--- config.mk ---
export PLATFORM = sky130hd
export DESIGN_NAME = hnca_cell
export DESIGN_NICKNAME = d
export VERILOG_FILES = /design/src/rtl/core/hnca_pkg.sv /design/src/rtl/core/hnca_cell.sv
export SDC_FILE = /design/constraint.sdc
export NUM_CORES = 1
export LEC_CHECK = 0
export BUFFER_PORTS_ARGS = -buffer_cell sky130_fd_sc_hd__buf_2
export CORE_UTILIZATION = 37
export DETAILED_ROUTE_END_ITERATION = 16
export PLACE_DENSITY = 0.68
export SYNTH_ARGS = -nofsm -noshare
export SYNTH_HDL_FRONTEND = slang
export SYNTH_SLANG_ARGS = --single-unit
export TNS_END_PERCENT = 20
--- constraint.sdc ---
create_clock -name clk -period 0.8 [get_ports clk]
set_input_delay 0.04 -clock clk [delete_from_list [all_inputs] [get_ports clk]]
set_output_delay 0.04 -clock clk [all_outputs]
set_load 0.1 [all_outputs]
--- src/rtl/core/hnca_pkg.sv ---
package hnca_pkg;

  localparam int MAX_CENTERS = 64;
  localparam int MAX_POINTS  = 4096;
  localparam int DESC_WORDS  = 4;

  localparam int CW = $clog2(MAX_CENTERS);
  localparam int PW = $clog2(MAX_POINTS);
  localparam int WW = $clog2(DESC_WORDS);

  localparam logic [8:0]    DIST_CAP  = 9'd256;
  localparam logic [8:0]    DIST_NONE = 9'd257;
  localparam logic [12:0]   COUNT_MAX = 13'd8191;
  localparam logic [CW-1:0] CENT_LAST = CW'(MAX_CENTERS - 1);
  localparam logic [6:0]    IN_USE_RST = 7'd64;

  typedef enum logic [1:0] {
    CMD_LOAD  = 2'd0,
    CMD_SEED  = 2'd1,
    CMD_BEGIN = 2'd2,
    CMD_WORD  = 2'd3
  } cmd_t;

  typedef enum logic [2:0] {
    S_CLEAR,
    S_IDLE,
    S_SEED,
    S_BEGIN,
    S_WORD,
    S_DECIDE,
    S_BUMP
  } state_t;

  typedef struct packed {
    logic [1:0]  cmd;
    logic [11:0] point_index;
    logic [5:0]  center_index;
    logic [1:0]  word_index;
    logic [63:0] data;
    logic        last_word;
  } in_item_t;

  typedef struct packed {
    logic        kind;
    logic [5:0]  chosen_center;
    logic [8:0]  best_distance;
    logic        moved;
    logic [12:0] move_count;
  } out_item_t;

  // per-center state carried along the ring
  typedef struct packed {
    logic        ne;
    logic [8:0]  pdist;
    logic [12:0] pop;
  } cell_t;

endpackage

--- src/rtl/core/hnca_cell.sv ---
module hnca_cell (
  input  logic           clk,
  input  logic           rst,
  input  logic           shift,
  input  hnca_pkg::cell_t din,
  output hnca_pkg::cell_t dout
);

  hnca_pkg::cell_t q;

  // take the neighbour's entry on every shift
  always_ff @(posedge clk) begin
    if (rst) begin
      q <= '0;
    end else if (shift) begin
      q <= din;
    end
  end

  assign dout = q;

endmodule

**Word level (Yosys, flattened, before mapping)**

Index checks and enable logic that the tools add are counted.

- Register bits: 23
- Bits of input ports: 26
- Output and inout port bits: 23
- Logic and storage cells: 3

**Depth between registers and ports, before layout**

- Depth after elaboration: 0
- Mapped depth: 4
- Gate-level depth less buffers: 2

**Worst setup path before layout**

OpenSTA, ideal clock, no wires.

- Path kind: register to register
- Start point: reg, netlist name dout[0]
- End point: reg q (netlist bit dout[0])
- Setup time: 0.067 ns
- Arrival time: 1.173 ns
- Data required time: 0.733 ns
- Setup slack: -0.440 ns
- Stages on the path, launching flop included: 3
- Path buffers: 0
- Period minus slack after synthesis: 1.240 ns
- Cells stage by stage: dfxtp_1 > mux2i_1 > nor2_1

RTL lines:

| element | RTL line | RTL |
|---|---|---|
| end signal: assignment | hnca_cell.sv:16 | `q <= din;` |
| end: declaration | hnca_cell.sv:9 | `hnca_pkg::cell_t q;` |

**Worst setup path in the final report**

- Start point: reg q (netlist bit dout[20])
- End point: out dout[20] (netlist name)

RTL lines:

| element | RTL line | RTL |
|---|---|---|
| end: declaration | hnca_cell.sv:6 | `output hnca_pkg::cell_t dout` |

No word-level cell between the ends.

==> flow_summary.json <==
{
  "status": "complete, but fails checks",
  "failed_checks": "negative hold slack, negative setup slack",
  "cts_tree": "yes",
  "wl_per_cell_um": 13.9,
  "drcViolationCount": 0,
  "port_buffers": 48,
  "grt_overflow": 0,
  "cts_buffer_depth": 2,
  "crit_buf_inv": 1,
  "clock_sinks": 23,
  "final_cell_mix": "buf_2 (25), buf_12 (25), nor2_1 (23)",
  "path_delay_family": "flip-flops",
  "num-nets-final": 173,
  "fmax_mhz": 1100,
  "grt_pass1_wl_um": 3910,
  "path_clk_slew_ns": 0.12,
  "grt_max_degree": 24,
  "die_h_um": 49.5,
  "finalCritPeriodShare": 1.13,
  "critPathArrivalTime_ns": 0.87,
  "critPathMaxStageDelay_ns": 0.38,
  "area_delta_synth_final_pct": 109,
  "met1Wirelength_um": 914,
  "place_area_mm2": 0.00149,
  "htree_levels": 1,
  "layout_setup_ws_ns": -0.106,
  "cp-start-kind": "flip-flop",
  "required_ns": 0.76,
  "synth_cells": 74,
  "syn_nets": 100,
  "hold_violations": 1,
  "row_count": 16,
  "path_cells": "buf_12",
  "diodes": 0,
  "route.met3.wl_um": 163,
  "finalHoldWorstSlack_ns": -0.00475,
  "via_per_inst": 4.53,
  "drt_iter0_drc": 5,
  "drive_gt1_frac": 0.534,
  "grt_pass1_vias": 822,
  "layout_min_cycle_time_ns": 0.906,
  "synth_warnings": 0,
  "antenna_found_initial": 0,
  "die_w_um": 49.5,
  "netlist_area_um2": 836,
  "relSlewSlack": 0.727,
  "dieArea_mm2": 0.00245,
  "seq_area_um2": 512,
  "nFillCells": 113,
  "initial_utilization": 0.409,
  "hold_path.class": "in -> reg",
  "clkLatencyLatePin_ns": 0.30,
  "routed.top_layer": "met4",
  "p_per_area_mw_per_mm2": 1670,
  "finalWirelength_um": 2400,
  "multiInputGateArea_um2": 320,
  "num_vias": 784,
  "dpl.hpwl_um": 1390,
  "final_area_mm2": 0.00175,
  "worstSetupPathType": "reg -> out",
  "firstDrtPassIters": 2,
  "cts_made_buffers": 3,
  "yosysUniqueCellTypes": 6,
  "rsz0062_at_grt": "yes",
  "cap_violations": 0,
  "cp-end-kind": "output port",
  "leakagePower_nw": 0.803,
  "wl_met2_um": 1250,
  "seq_area_frac_synth": 0.551,
  "ir_worst_vdd_uv": 1500,
  "ys_seq_elements": 23,
  "crit_path_max_fanout": 2,
  "finalPower_mw": 2.92,
  "synth_area_per_cell_um2": 11.3,
  "setup_viol": 24,
  "worstMarginPinSlew_ns": 0.410,
  "grt_usage": 0.213,
  "io_pins": 49,
  "largest_reg_flops": 23,
  "core_mm2": 0.00204,
  "cts-root-buf": "clkbuf_4",
  "clock_skew_ns": 0,
  "cpMaxStageDelayCell": "dfxtp_2",
  "finalMaxSlewViolations": 0,
  "gp_congestion": 0.682,
  "antenna_left": 0
}
[logic make-up (layout without fill, tap and decap cells)]
group	after synthesis	count (layout)	share of synthesized area
multiplexers	23	23	0.275
buffers and inverters	5	77	0.0704
AND/OR/NAND/NOR	23	23	0.103
flip-flops	23	23	0.551
[per-layer routing]
| metal | track usage | vias to the layer above |
|---|---|---|
| met5 | 0 | - |
| met4 | 0.105 | 0 |
| met3 | 0.0525 | 6 |
| met2 | 0.387 | 37 |
| met1 | 0.224 | 355 |
| li1 | - | 386 |
[power by group]
part	internal (mW)	leakage (nW)	switching [mW]
combinational	0.460	0.587	0.651
clock	0.194	0.0150	0.330
sequential	1.21	0.201	0.0731
[through the flow]
stage	setup TNS [ns]	worst slack, ns	utilization	hold slack [ns]	cells
4_1_cts	-2.25	-0.107	0.849	0.00624	172
3_3_place_gp	0	0.0899	0.729	0.273	146
6_report	-2.13	-0.106	0.857	-0.00475	173
5_1_grt	-3.13	-0.143	0.857	0.0197	173
3_5_place_dp	0	0.0557	0.729	0.281	146
2_1_floorplan	-1.70	-0.122	-	0.103	74
[cell usage after synthesis]
cell	instances	share of area
buf_12	2	0.048
clkbuf_1	2	0.0090
buf_6	1	0.013
mux2i_1	23	0.28
dfxtp_1	23	0.55
nor2_1	23	0.10
[what timing repair did]
item                                    in CTS  in global routing
endpoints found under the hold margin       22                  0
hold buffers                                22                  0
endpoints found under the setup margin      23                 23
buffers inserted                             0                  1
gates resized for setup                      0                  2
[layout make-up]
| class | instances | area share |
|---|---|---|
| Timing Repair Buffer | 73 | 0.490 |
| Sequential cell | 23 | 0.293 |
| Multi-Input combinational cell | 46 | 0.183 |
| Tap cell | 27 | 0.0193 |
| Clock buffer | 4 | 0.0150 |
[path summary, 6_finish.rpt]
check              to  cells past startpoint  startpoint  slack [ns]
max          dout[20]                      1    dout[20]       -0.11
min          dout[14]                      3     din[14]      -0.005
max reg2reg  dout[20]                      3    dout[20]       -0.01
min reg2reg  dout[17]                      2    dout[17]        0.53
No activity file was read; power rests on OpenSTA's default activity.
